==> src/rtl/cbng_pkg.sv <==
// shared types and constants for the cbow negative-sample gradient block
package cbng_pkg;

    localparam int VAL_W   = 16;
    localparam int SUM_W   = 22;
    localparam int RATE_W  = 16;
    localparam int DIMS_W  = 7;
    localparam int DIM_W   = 6;
    localparam int KIND_W  = 2;
    localparam int DOT_W   = 45;
    localparam int PRED_W  = 17;
    localparam int G_W     = 34;
    localparam int PROD_W  = 56;
    localparam int CFG_IDX_W = 2;

    // item kinds
    localparam logic [KIND_W-1:0] KIND_CTX = 2'd0;
    localparam logic [KIND_W-1:0] KIND_TGT = 2'd1;
    localparam logic [KIND_W-1:0] KIND_FIN = 2'd2;

    // register indexes
    localparam logic [CFG_IDX_W-1:0] CFG_RATE = 2'd0;
    localparam logic [CFG_IDX_W-1:0] CFG_DIMS = 2'd1;

    localparam logic [RATE_W-1:0] RATE_RESET = 16'd1638;
    localparam logic [DIMS_W-1:0] DIMS_RESET = 7'd64;

    // sigmoid window edge, 6.0 in q.24
    localparam logic signed [DOT_W-1:0] SIX_Q24 = 45'sd100663296;

    // one queued item
    typedef struct packed {
        logic [KIND_W-1:0]       kind;
        logic [DIM_W-1:0]        dim;
        logic signed [VAL_W-1:0] value;
        logic                    label;
    } t_item;

    // queue head as seen by the engine
    typedef struct packed {
        logic  valid;
        t_item item;
    } t_queue_head;

endpackage

==> src/rtl/cbng_front.sv <==
// input side: accepts items, drops ones with no effect, queues the rest
module cbng_front #(
    parameter int VEC_DIMS = 64
) (
    input  logic                             i_clk,
    input  logic                             i_rst_n,
    input  logic                             i_in_valid,
    output logic                             o_in_ready,
    input  logic [cbng_pkg::KIND_W-1:0]      i_kind,
    input  logic [cbng_pkg::DIM_W-1:0]       i_dim_index,
    input  logic signed [cbng_pkg::VAL_W-1:0] i_value,
    input  logic                             i_label,
    output cbng_pkg::t_queue_head            o_head,
    input  logic                             i_pop
);

    logic            w_accept;
    logic            w_keep;
    logic            w_push;
    logic            w_load;
    cbng_pkg::t_item r_slot [2];
    logic            r_wr_ptr;
    logic            r_rd_ptr;
    logic [1:0]      r_count;
    logic [1:0]      n_count;

    // classify: loads outside the vector and unused kinds are dropped
    assign w_accept = i_in_valid && o_in_ready;
    assign w_load   = (i_kind == cbng_pkg::KIND_CTX) || (i_kind == cbng_pkg::KIND_TGT);
    assign w_keep   = (i_kind == cbng_pkg::KIND_FIN)
                   || (w_load && ({1'b0, i_dim_index} < 7'(VEC_DIMS)));
    assign w_push   = w_accept && w_keep;

    assign o_in_ready = (r_count != 2'd2);

    // two-entry queue storage
    always_ff @(posedge i_clk) begin
        if (w_push) begin
            r_slot[r_wr_ptr] <= '{kind: i_kind, dim: i_dim_index,
                                  value: i_value, label: i_label};
        end
    end

    // queue pointers
    always_comb begin
        n_count = r_count;
        if (w_push && !i_pop) begin
            n_count = r_count + 2'd1;
        end else if (!w_push && i_pop) begin
            n_count = r_count - 2'd1;
        end
    end

    always_ff @(posedge i_clk) begin
        if (!i_rst_n) begin
            r_wr_ptr <= 1'b0;
            r_rd_ptr <= 1'b0;
            r_count  <= 2'd0;
        end else begin
            if (w_push) begin
                r_wr_ptr <= !r_wr_ptr;
            end
            if (i_pop) begin
                r_rd_ptr <= !r_rd_ptr;
            end
            r_count <= n_count;
        end
    end

    assign o_head.valid = (r_count != 2'd0);
    assign o_head.item  = r_slot[r_rd_ptr];

endmodule

==> config.mk <==
export PLATFORM = sky130hd
export DESIGN_NAME = cbng_front
export DESIGN_NICKNAME = d
export VERILOG_FILES = /design/src/rtl/cbng_pkg.sv /design/src/rtl/cbng_front.sv
export SDC_FILE = /design/constraint.sdc
export NUM_CORES = 1
export LEC_CHECK = 0
export ABC_AREA = 1
export BUFFER_PORTS_ARGS = -buffer_cell sky130_fd_sc_hd__buf_4
export CORE_ASPECT_RATIO = 1.2
export CORE_MARGIN = 5
export CORE_UTILIZATION = 55
export CTS_BUF_LIST = sky130_fd_sc_hd__clkbuf_4
export DETAILED_ROUTE_END_ITERATION = 12
export PLACE_DENSITY = 0.83
export SLEW_MARGIN = 20
export SYNTH_ARGS = -nofsm -noshare
export SYNTH_HDL_FRONTEND = slang
export SYNTH_SLANG_ARGS = --single-unit
==> constraint.sdc <==
create_clock -name i_clk -period 5.3 [get_ports i_clk]
set_input_delay 0.265 -clock i_clk [delete_from_list [all_inputs] [get_ports i_clk]]
set_output_delay 0.265 -clock i_clk [all_outputs]
set_load 0.1 [all_outputs]
# Yosys cells after proc, flatten, opt, wreduce, memory -nomap -nowiden
# Memory sizes are Yosys's and may differ from the RTL's. A register that Yosys moved wholly into a read port is not among the register bits.
# Cells that the tools add are included.
# op_classes
order_cmp	0
n_reduce_logical	13
div_mod_pow	0
n_addsub	2
n_bitwise	0
multipliers	0
muxes	6
eq_ne	3
shifts	0
# op_table
cell	count
$logic_and A1 B1 Y1	4
$logic_not A1 Y1	4
$mux W1	4
$mux W2	2
$reduce_bool A2 Y1	2
$add A2 B1 Y2 const B	1
$eq A2 B1 Y1 const B	1
$eq A2 B2 Y1 const B	1
$logic_not A2 Y1	1
$logic_or A1 B1 Y1	2
$ne A2 B2 Y1 const B	1
$sub A2 B1 Y2 const B	1
# word_totals
mem_count	1
out_inout_bits	27
elab_cells	28
mem_bits_ro	0
reg_bits	4
input_bits	29
latchBits	0
mem_bits_rw	50
# memory_table
name	depth	word_bits	read_ports	rd_ports_with_merged_regs	write_ports	line	rtl
r_slot	2	25	1	1	1	cbng_front.sv:21	cbng_pkg::t_item r_slot [2];

# Depth between registers and ports, before layout
# Gate-level depths: netlist of the first run.
# depth
depth_word	8
depth_mapped	11

# Worst setup path after synthesis of the first run
# No wires, ideal clock.
# synth_timing
path_kind	register to register
start	reg r_count[0]
end	mem r_slot[1][0] (netlist bit), enable pin
required_ns	4.892
setup_ns	0.408
t_arrival_ns	2.487
stages_incl_launch_ff	5
path_slack_ns	2.405
cell_sequence	dfxtp_1 > inv_1 > nand2_1 > nand3_1 > nor2_1
# synth_via
elab_chain_len	5
# synth_lines
element	line	rtl
from (decl)	cbng_front.sv:24	logic [1:0] r_count;
from (signal assigned)	cbng_front.sv:66	r_count <= n_count;
$ne A2 B2 Y1	cbng_front.sv:34	assign o_in_ready = (r_count != 2'd2);
named net o_in_ready	cbng_front.sv:8	output logic o_in_ready,
$logic_and A1 B1 Y1	cbng_front.sv:28	assign w_accept = i_in_valid && o_in_ready;
$logic_and A1 B1 Y1	cbng_front.sv:32	assign w_push = w_accept && w_keep;
$mux W1	cbng_front.sv:38	if (w_push) begin
$mux W1 (not written as such)	cbng_front.sv:39	r_slot[r_wr_ptr] <= '{kind: i_kind, dim: i_dim_index,
to (decl)	cbng_front.sv:21	
# The timed path passes the listed nets, and every way through them passes these cells.

==> metrics, run 1 <==
post-DP HPWL 2.609 mm; placed insts between 200 and 250; Reg2Reg Depth 4; fin cells 228; power per cell area 370.9 nW/um2; max-cap viol count 0; register clock-pin slew on the reported worst setup and hold paths approximately 140 ps; share of cells above drive strength 1 50.57%; adder-cell area share of the yosys netlist less than 1%; simple-gate share of the synthesized area 3.907%; hold_buf cts 0; final hold slack around 80 ps; Internal 0.6378 mW; wire per inst 15.85 um; final instance area 2648 um2; Switch Pwr 0.3442 mW; Pre-antenna DRT Iters 4; I/O Pins between 50 and 60; fin crit share a little under two fifths; Sw Share 35.05%; headroom to the max-slew limit 49.93%; Post-route DRC 0; R2R Path Start r_count[0]; CP Capture Type output pin; Clk Latency, worst-skew pair 360 ps; Mapped Cells roughly 120; worst slack at placement 3544 ps; CP max FO 25; Syn Nets 145; Max Fclk 504.8 MHz; cell area after synthesis 2146 um2; die area 5256 um2; setup slack, reg-to-reg 3500 ps; gpl congestion around 0.64; CTS tree built; CTS max path bufs 2; Comb pwr share between 30% and 40%; Iter 0 DRT Violations 31; # diodes 0; DP Area about 2600 um2; # Post-CTS Setup Buffers 0; complex-gate fraction of the synthesized area less than 1%; Crit Reg-Reg Endpoint r_slot[1][10]; largest family of logic cells by synthesized area multiplexers; WP data arrival 1720 ps; syn_area_per_cell 18.66 um2; vias per cell 4.947; CTS H-Tree Depth 2; mux contribution to synthesized area about 17%; # setup viols final 0; global-route wire length before repair between 5 and 6 mm; fin worst setup slack 3319 ps; critical path required time between 5000 and 6000 ps; Distinct cells, synth 14; RSZ-0062 raised after global routing false; nets@finish 205; Area Growth Syn to Fin 23.38%; IO Port Bufs 55; Tot Pwr 0.9821 mW; largest net degree at the start of global routing 27; synth warn 0; Resize count post-CTS 0; setup TNS 0 ps; Initial Utilization 58.10%; critical path endpoint o_head[19]; final hold vios 0; worst-margin pin slew 749.3 ps; post-synthesis xor/xnor area fraction 0%; FF+latch count, synth 55; initial antenna violation count 0; root buf cell clkbuf_4; Clk pwr share 17.0%; final WL 3.613 mm; row cnt 24; Tmin final 1981 ps; Worst Skew 9.949 ps; Die X 67.02 um; Seq/Total Area, Yosys 74.64%; total grt overflow 0; cts bufs inserted 5; critical path launch point type register; P_leak 1.070 nW; vias in the first global route 1209; Slew Viols, Final 0; GR Util All Layers 15.20%; status finished, final reports clean; Antenna Nets Post-Route 0; peak supply drop 0.2619 mV; worst hold-check path type in2reg; CTS sink count 55; final core occ 71.68%; Flop pwr share 52.6%; Die Height 78.43 um; core area around 3700 um2; crit path kind reg2out; total vias in the final route between 1000 and 1500
[layout make-up]
type | instances | area, um2
clock buffers | 6 | 45.04
fillers | 251 | 1046
repair buffers | 56 | 420.4
clock inverters | 2 | 7.507
multi-input cells | 49 | 478.0
well taps | 52 | 65.06
inverters | 8 | 30.03
flip-flops and latches | 55 | 1602
[synthesized netlist by cell type]
master,n,area (um2)
edfxtp_1,50,1501
mux2_4,20,300.3
nand2_1,11,41.29
inv_1,8,30.03
nor2_1,7,26.28
dfxtp_1,5,100.1
mux2_2,5,56.30
buf_12,2,40.04
nand3_1,2,10.01
a21oi_1,1,5.000
buf_6,1,11.26
ha_1,1,12.51
nand4_1,1,6.260
o21ai_0,1,5.000
[critical path: stages, from the launching register on]
cell	delay, ps
dfxtp_1	340
buf_4	380
mux2_2	400
buf_4	240
[cells in the final DEF, fill, tap and decap left out]
master / instances
a21oi_1: 1
buf_4: 56
clkbuf_4: 6
clkinv_1: 2
dfxtp_1: 5
edfxtp_1: 50
ha_1: 1
inv_1: 8
mux2_2: 5
mux2_4: 20
nand2_1: 11
nand3_1: 2
nand4_1: 1
nor2_1: 5
nor2_4: 2
o21ai_0: 1
[power groups by stage]
stage | clock [mW] | combinational (mW) | sequential [mW]
floorplan | 0 | 0.241 | 0.523
global placement | 0 | 0.294 | 0.523
detailed placement | 0 | 0.300 | 0.526
CTS | 0.174 | 0.301 | 0.516
global route | 0.194 | 0.310 | 0.519
finish | 0.167 | 0.299 | 0.516
[registers in the layout, indices dropped and copies added, names as in the netlist, named ones only]
register / flops
r_wr_ptr: 1
r_count: 2
r_rd_ptr: 1
r_slot: 50
[routing by layer]
metal  vias to the layer above  GRT usage, %  routed length (um)
met2                        46         27.34                2009
met3                         7         5.000                 238
li1                        539             -                   -
met1                       536         16.50                1315
met4                         0         4.868                  50
met5                         -             0                   0
[logic make-up (layout without fill, tap and decap cells)]
| kind of cell | after synthesis | count (layout) |
|---|---|---|
| simple gates | 21 | 21 |
| compound gates | 2 | 2 |
| buf+inv | 11 | 72 |
| flops | 55 | 55 |
| mux | 25 | 25 |
| fa+ha+maj | 1 | 1 |
[how the worst min path moves through the flow]
| stage | cells after the start | slack [ps] | to | from |
|---|---|---|---|---|
| after floorplan | 0 | 360 | r_slot[0][0] | i_label |
| after global placement | 1 | 450 | r_slot[0][18] | i_dim_index[1] |
| after detailed placement | 1 | 450 | r_slot[0][20] | i_dim_index[3] |
| after CTS | 1 | 60 | r_slot[0][11] | i_value[10] |
| after global routing | 1 | 40 | r_slot[1][4] | i_value[3] |
| final | 1 | 80 | r_slot[1][4] | i_value[3] |
Note: power is estimated with default switching activity, not from simulation.
==> run 2: changes to the inputs <==
--- a/config.mk
+++ b/config.mk
@@ -9,10 +9,10 @@
 export BUFFER_PORTS_ARGS = -buffer_cell sky130_fd_sc_hd__buf_4
 export CORE_ASPECT_RATIO = 1.2
 export CORE_MARGIN = 5
-export CORE_UTILIZATION = 55
+export CORE_UTILIZATION = 54
 export CTS_BUF_LIST = sky130_fd_sc_hd__clkbuf_4
 export DETAILED_ROUTE_END_ITERATION = 12
-export PLACE_DENSITY = 0.83
+export PLACE_DENSITY = 0.81
 export SLEW_MARGIN = 20
 export SYNTH_ARGS = -nofsm -noshare
 export SYNTH_HDL_FRONTEND = slang
==> constraint.sdc (replaced) <==
create_clock -name i_clk -period 2 [get_ports i_clk]
set_input_delay 0.1 -clock i_clk [delete_from_list [all_inputs] [get_ports i_clk]]
set_output_delay 0.1 -clock i_clk [all_outputs]
set_load 0.1 [all_outputs]
==> run 2 against run 1 <==
Global-route usage rose by 0.39 points. Worst setup slack worse by 3000 ps. Utilization is 4.6 points higher. Cell count increased by 14%. First-iteration DRC count rose by 48%. Count of clock-buffer cells in the layout stayed put. Critical path type unchanged. Largest power group unchanged. Highest routed layer unchanged.
==> metrics, run 2 (synthesized netlist as in run 1, its figures left out) <==
CTS tree built; commonest non-fill, non-tap cell in the layout buf_4; final hold slack 289.9 ps (+208.2 ps); Multi-input gate area 480.5 um2 (+0.52%); Area Growth Syn to Fin 37.84%; final WL 3.833 mm (+6.1%); setup TNS 0 ps (unchanged); cell mode on critical path buf_4; I/O Pins 56 (unchanged); Post-route DRC 0 (unchanged); GR Util All Layers 15.59% (+0.39 points); status finished, final reports clean; Max Fclk 599.5 MHz; most frequent cells in the layout buf_4, edfxtp_1, dlygate4sd3_1; post-DP HPWL 2.528 mm (-3.1%); Largest register FFs 50 (unchanged); total grt overflow 0 (unchanged); cts bufs inserted 5 (unchanged); P_leak 1.201 nW (+12%); Crit-path slowest cell dfxtp_1; fill count 261 (+4.0%); worst-margin pin slew 368.0 ps (-381.3 ps); global-route wire length before repair 6.072 mm (+3.9%); slowest stage delay, CP 350 ps (-50 ps); Flop pwr share 51.4% (-1.2 points); Resize count post-CTS 0 (unchanged); register area 1602 um2 (unchanged); CTS max path bufs 2 (unchanged); Tot Pwr 2.655 mW (+170%); biggest regs r_slot x50, r_count x2; total vias in the final route 1243 (+10%); CTS sink count 55 (unchanged); hold path start i_in_valid; worst hold-check path type in2reg; crit path kind reg2out; power per cell area 897.8 nW/um2 (+140%); IO Port Bufs 55 (unchanged); register clock-pin slew on the reported worst setup and hold paths 130 ps (about the same); Worst Path Buf+Inv 2 (unchanged); R2R Path Start r_count[0]; vias per cell 4.781 (-3.4%); RSZ-0062 raised after global routing false; CP Capture Type output pin; nets@finish 235 (+15%); Clk pwr share 16.6% (-0.4 points); wire per inst 14.74 um (-7.0%); die area 5340 um2 (+1.6%); headroom to the max-slew limit 75.41% (+25 points); Slew Viols, Final 0 (unchanged); # diodes 0 (unchanged); WP data arrival 1570 ps (-150 ps); Internal 1.734 mW (+170%); gpl congestion 0.7253 (+13%); CP Cell Sequence buf_4 > mux2_4 > buf_4; critical path required time 1900 ps (-3140 ps); # setup viols final 0 (unchanged); fin crit share 83.40%; core area 3879 um2 (+5.0%); Worst Skew 6.793 ps (-3.156 ps); peak supply drop 0.5945 mV (+130%); max-cap viol count 0 (unchanged); vias in the first global route 1307 (+8.1%); CTS H-Tree Depth 2 (unchanged); final hold vios 0 (unchanged); fin cells 260 (+14%); CP max FO 15 (-40%); Comb pwr share 32.0% (+1.6 points); root buf cell clkbuf_4; initial antenna violation count 0 (unchanged); Die X 67.55 um (+0.78%); Antenna Nets Post-Route 0 (unchanged); Pre-antenna DRT Iters 6 (+2); Initial Utilization 55.32% (-2.8 points); hold_buf cts 27 (+27); Iter 0 DRT Violations 46 (+48%); critical path launch point type register; largest net degree at the start of global routing 26 (-3.7%); Sw Share 34.71% (-0.35 points); top cell family by delay on the critical path buffers and inverters; Switch Pwr 0.9216 mW (+170%); Die Height 79.06 um (+0.80%); Biggest register r_slot; placed insts 225 (+2.3%); Tmin final 1668 ps; Clk Latency, worst-skew pair 350 ps (about the same); row cnt 25 (+4.2%); # Post-CTS Setup Buffers 0 (unchanged); share of cells above drive strength 1 45.15% (-5.4 points)
## run 2: cell types whose count changed in the layout (fill, tap and decap cells not counted)
cell | previous run | this run
dlygate4sd3_1 | 0 | 27
buf_4 | 56 | 58
buf_12 | 0 | 1
nand2_1 | 11 | 10
nand2_2 | 0 | 1
## run 2: worst paths after layout
path | to | slack (ps) | cells after the start
worst max-delay path | o_head[24] | 330 | 3
worst min-delay path | r_wr_ptr | 290 | 5
worst max register to register | r_count[1] | 390 | 10
worst min register to register | register | 530 | 2
## run 2: per-layer routing
layer  GRT usage, %  wire, um
met5              0         0
met3          3.536       197
met2          27.95      2113
met4          5.680        72
met1          17.62      1449
## run 2: stage by stage
stage                     setup WS, ps  cell area, um2  util [%]
after floorplan                  12.92            2163         -
after global placement           497.8            2635     67.94
after detailed placement         403.4            2635     67.94
after CTS                        301.2            2958     76.26
after global routing             239.0            2958     76.26
final                            332.0            2958     76.26
## run 2: tightest hold or removal path, cell delays in order
cell and delay [ps]:
buf_4 110, nand3_1 230, nand2_1 80, nand2_1 50, nor2_1 30
## run 2: cell type report
class                   count  share of cell area, %
repair buffers             86                  24.53
clock buffers               6                  1.523
multi-input cells          49                  16.24
flip-flops and latches     55                  54.15
inverters                   8                  1.015
clock inverters             2                 0.2538
well taps                  54                  2.284
## run 2: power by group through the flow
| stage | clock network, mW | logic [mW] | registers [mW] |
|---|---|---|---|
| 6_report | 0.441 | 0.849 | 1.37 |
| 5_1_grt | 0.510 | 0.883 | 1.37 |
| 4_1_cts | 0.457 | 0.851 | 1.37 |
| 3_5_place_dp | 0 | 0.808 | 1.39 |
| 3_3_place_gp | 0 | 0.792 | 1.39 |
| 2_1_floorplan | 0 | 0.646 | 1.39 |
==> run 3: changes to the inputs <==
--- a/config.mk
+++ b/config.mk
@@ -5,14 +5,14 @@
 export SDC_FILE = /design/constraint.sdc
 export NUM_CORES = 1
 export LEC_CHECK = 0
-export ABC_AREA = 1
+export ABC_AREA = 0
 export BUFFER_PORTS_ARGS = -buffer_cell sky130_fd_sc_hd__buf_4
 export CORE_ASPECT_RATIO = 1.2
 export CORE_MARGIN = 5
-export CORE_UTILIZATION = 54
+export CORE_UTILIZATION = 48
 export CTS_BUF_LIST = sky130_fd_sc_hd__clkbuf_4
 export DETAILED_ROUTE_END_ITERATION = 12
-export PLACE_DENSITY = 0.81
+export PLACE_DENSITY = 0.77
 export SLEW_MARGIN = 20
 export SYNTH_ARGS = -nofsm -noshare
 export SYNTH_HDL_FRONTEND = slang
==> constraint.sdc (replaced) <==
create_clock -name i_clk -period 1.5 [get_ports i_clk]
set_input_delay 0.075 -clock i_clk [delete_from_list [all_inputs] [get_ports i_clk]]
set_output_delay 0.075 -clock i_clk [all_outputs]
set_load 0.1 [all_outputs]
==> run 3 against run 2 <==
The run now ends with negative setup slack left. Synthesized area decreased by 5.0%. Clock power rose by 28%. Count of clock-buffer cells in the layout is 1 lower. Combinational power rose by 93%. Critical path depth did not move. First-iteration DRC count grew 8.7%. Non-clock buffer count up 4. Register-to-register slack worse by 370 ps. Via count shrank 2.3%. Routed wire length rose by 9.3%. Synthesized cell count shrank 10%. Clock skew fell by 0.55 ps. Critical endpoint is now o_head[22]. Highest routed layer unchanged.
==> metrics, run 3 <==
Switch Pwr 1.497 mW (+62%); CTS H-Tree Depth 2 (unchanged); Distinct cells, synth 19 (+5); total vias in the final route 1215 (-2.3%); global-route wire length before repair 6.575 mm (+8.3%); Tot Pwr 4.077 mW (+54%); CP Capture Type output pin; Biggest register r_slot; fin worst setup slack -38.25 ps (-370.2 ps); core area 4197 um2 (+8.2%); post-synth top area cell edfxtp_1; CTS tree built; nets@finish 227 (-3.4%); most frequent cells in the layout edfxtp_1, buf_4, dlygate4sd3_1; Worst Skew 6.239 ps (-0.5535 ps); Area Growth Syn to Fin 56.84%; status complete, but fails checks; die area 5655 um2 (+5.9%); vias in the first global route 1364 (+4.4%); # diodes 0 (unchanged); Seq/Total Area, Yosys 78.58% (+3.9 points); Comb pwr share 40.2% (+8.2 points); wire per inst 16.56 um (+12%); commonest non-fill, non-tap cell in the layout edfxtp_1; headroom to the max-slew limit 81.62% (+6.2 points); Max Fclk 650.1 MHz; total grt overflow 0 (unchanged); Initial Utilization 48.57% (-6.8 points); Die Height 81.38 um (+2.9%); GR Util All Layers 15.38% (-0.21 points); critical path required time 1420 ps (-480 ps); Synth top cells by count edfxtp_1, mux2_2, dfxtp_1; vias per cell 4.802 (+0.45%); cts bufs inserted 5 (unchanged); final WL 4.190 mm (+9.3%); IO Port Bufs 55 (unchanged); post-DP HPWL 2.644 mm (+4.6%); Worst Path Buf+Inv 2 (unchanged); slowest stage delay, CP 410 ps (+60 ps); syn_area_per_cell 19.79 um2 (+6.1%); cell area after synthesis 2038 um2 (-5.0%); CTS sink count 55 (unchanged); Mapped Cells 103 (-10%); Flop pwr share 46.0% (-5.4 points); worst-margin pin slew 278.0 ps (-90.04 ps); Internal 2.581 mW (+49%); peak supply drop 1.033 mV (+74%); root buf cell clkbuf_4; fill count 245 (-6.1%); Iter 0 DRT Violations 50 (+8.7%); register clock-pin slew on the reported worst setup and hold paths 130 ps (about the same); fin crit share 102.5%; top-area cell type share of the netlist area 73.66% (+3.7 points); I/O Pins 56 (unchanged); biggest regs r_slot x50, r_count x2; R2R Path Start r_count[0]; worst hold-check path type in2reg; Crit-path slowest cell dfxtp_4; critical path launch point type register; Sw Share 36.71% (+2.0 points); FF+latch count, synth 55 (unchanged); row cnt 26 (+4.0%); RSZ-0062 raised after global routing true; crit path kind reg2out; number of flops mapped to enable cells by yosys 50 (unchanged); P_leak 1.237 nW (+3.0%); # setup viols final 15 (+15); final hold slack 53.99 ps (-235.9 ps); Clk Latency, worst-skew pair 360 ps (about the same); dominant synthesized flop cell edfxtp_1; failing checks negative setup slack; Slew Viols, Final 0 (unchanged); FFs w/ async S/R, synth 0% (unchanged); share of cells above drive strength 1 53.30% (+8.2 points); final hold vios 0 (unchanged); synth warn 0 (unchanged); Post-route DRC 0 (unchanged); CP Cell Sequence buf_12 > mux2_2 > buf_6; Die X 69.49 um (+2.9%); initial antenna violation count 0 (unchanged); top cell family by delay on the critical path flip-flops; power per cell area 1275 nW/um2 (+42%); max-cap viol count 0 (unchanged); cell with the most instances after synthesis edfxtp_1; gpl congestion 0.6709 (-7.5%); WP data arrival 1460 ps (-110 ps); Antenna Nets Post-Route 0 (unchanged); Largest register FFs 50 (unchanged); Syn Nets 133 (-8.3%); hold path start i_pop; Tmin final ~1500 ps; top cells by area, synth edfxtp_1, mux2_2, dfxtp_1; largest net degree at the start of global routing 26 (unchanged); CP max FO 10 (-5); Clk pwr share 13.8% (-2.8 points); Pre-antenna DRT Iters 5 (-1); CTS max path bufs 2 (unchanged)
==> run 3: cell count changes after synthesis, sizes merged, moves of 2 or more <==
| cell | delta |
|---|---|
| and2 | +4 |
| inv | -7 |
| nor2 | -7 |
| xor2 | +2 |
| nand3 | -2 |
| nand2b | +2 |
| nand2 | -9 |
==> run 3: final cells by class <==
class,count,area (um2),area share (%)
flip-flops and latches,55,1610,50.37
inverters,1,3.754,0.1174
clock buffers,5,37.54,1.174
repair buffers,90,974.7,30.49
clock inverters,2,8.758,0.2740
well taps,56,70.07,2.192
multi-input cells,44,491.7,15.38
==> run 3: power by group through the flow <==
stage | logic, mW | registers, mW | clock network [mW]
final | 1.64 | 1.88 | 0.563
after global routing | 1.69 | 1.89 | 0.652
after CTS | 1.56 | 1.87 | 0.572
after detailed placement | 1.34 | 1.90 | 0
after global placement | 1.32 | 1.89 | 0
after floorplan | 1.03 | 1.89 | 0
==> run 3: path summary, 6_finish.rpt <==
check / end / slack, ps / cells after the start
setup / recovery: o_head[22] / -40 / 3
hold / removal: register / 50 / 3
setup reg to reg: r_count[1] / 20 / 6
hold reg to reg: r_count[1] / 560 / 2
==> run 3: repair_timing <==
item	4_1_cts	5_1_grt
gates cloned	1	0
setup endpoints to repair	26	27
setup buffers	1	2
hold endpoints to repair	54	0
gates resized for setup	52	18
pin swaps	1	3
hold buffers	26	0
==> run 3: metal layers <==
layer	vias to the layer above	global-route usage (%)	wire length [um]
li1	579	-	-
met1	587	15.53	1523
met2	40	29.01	2356
met3	9	4.455	227
met4	0	7.617	83
met5	-	0	0
==> run 3: worst min-delay path, stage by stage <==
cell and delay, ps:
buf_4 90, xor2_1 60, and2_1 150
==> run 3: metrics by stage <==
step	setup WS [ps]	cell area [um2]	utilization, %	TNS [ps]	cells
final	-38.25	3197	76.18	-365.2	253
after global routing	-82.22	3197	76.18	-1401	253
after CTS	-36.79	3099	73.85	-518.3	251
after detailed placement	14.29	2586	61.63	0	216
after global placement	70.14	2586	61.63	0	216
after floorplan	-257.3	2061	-	-11580	103
==> run 3: cell families after synthesis <==
kind of cell | synth area share (%)
fa+ha+maj | 0.6138
flops | 78.58
compound gates | 0.6138
mux | 14.30
buf+inv | 1.166
xor+xnor | 1.289
simple gates | 3.438
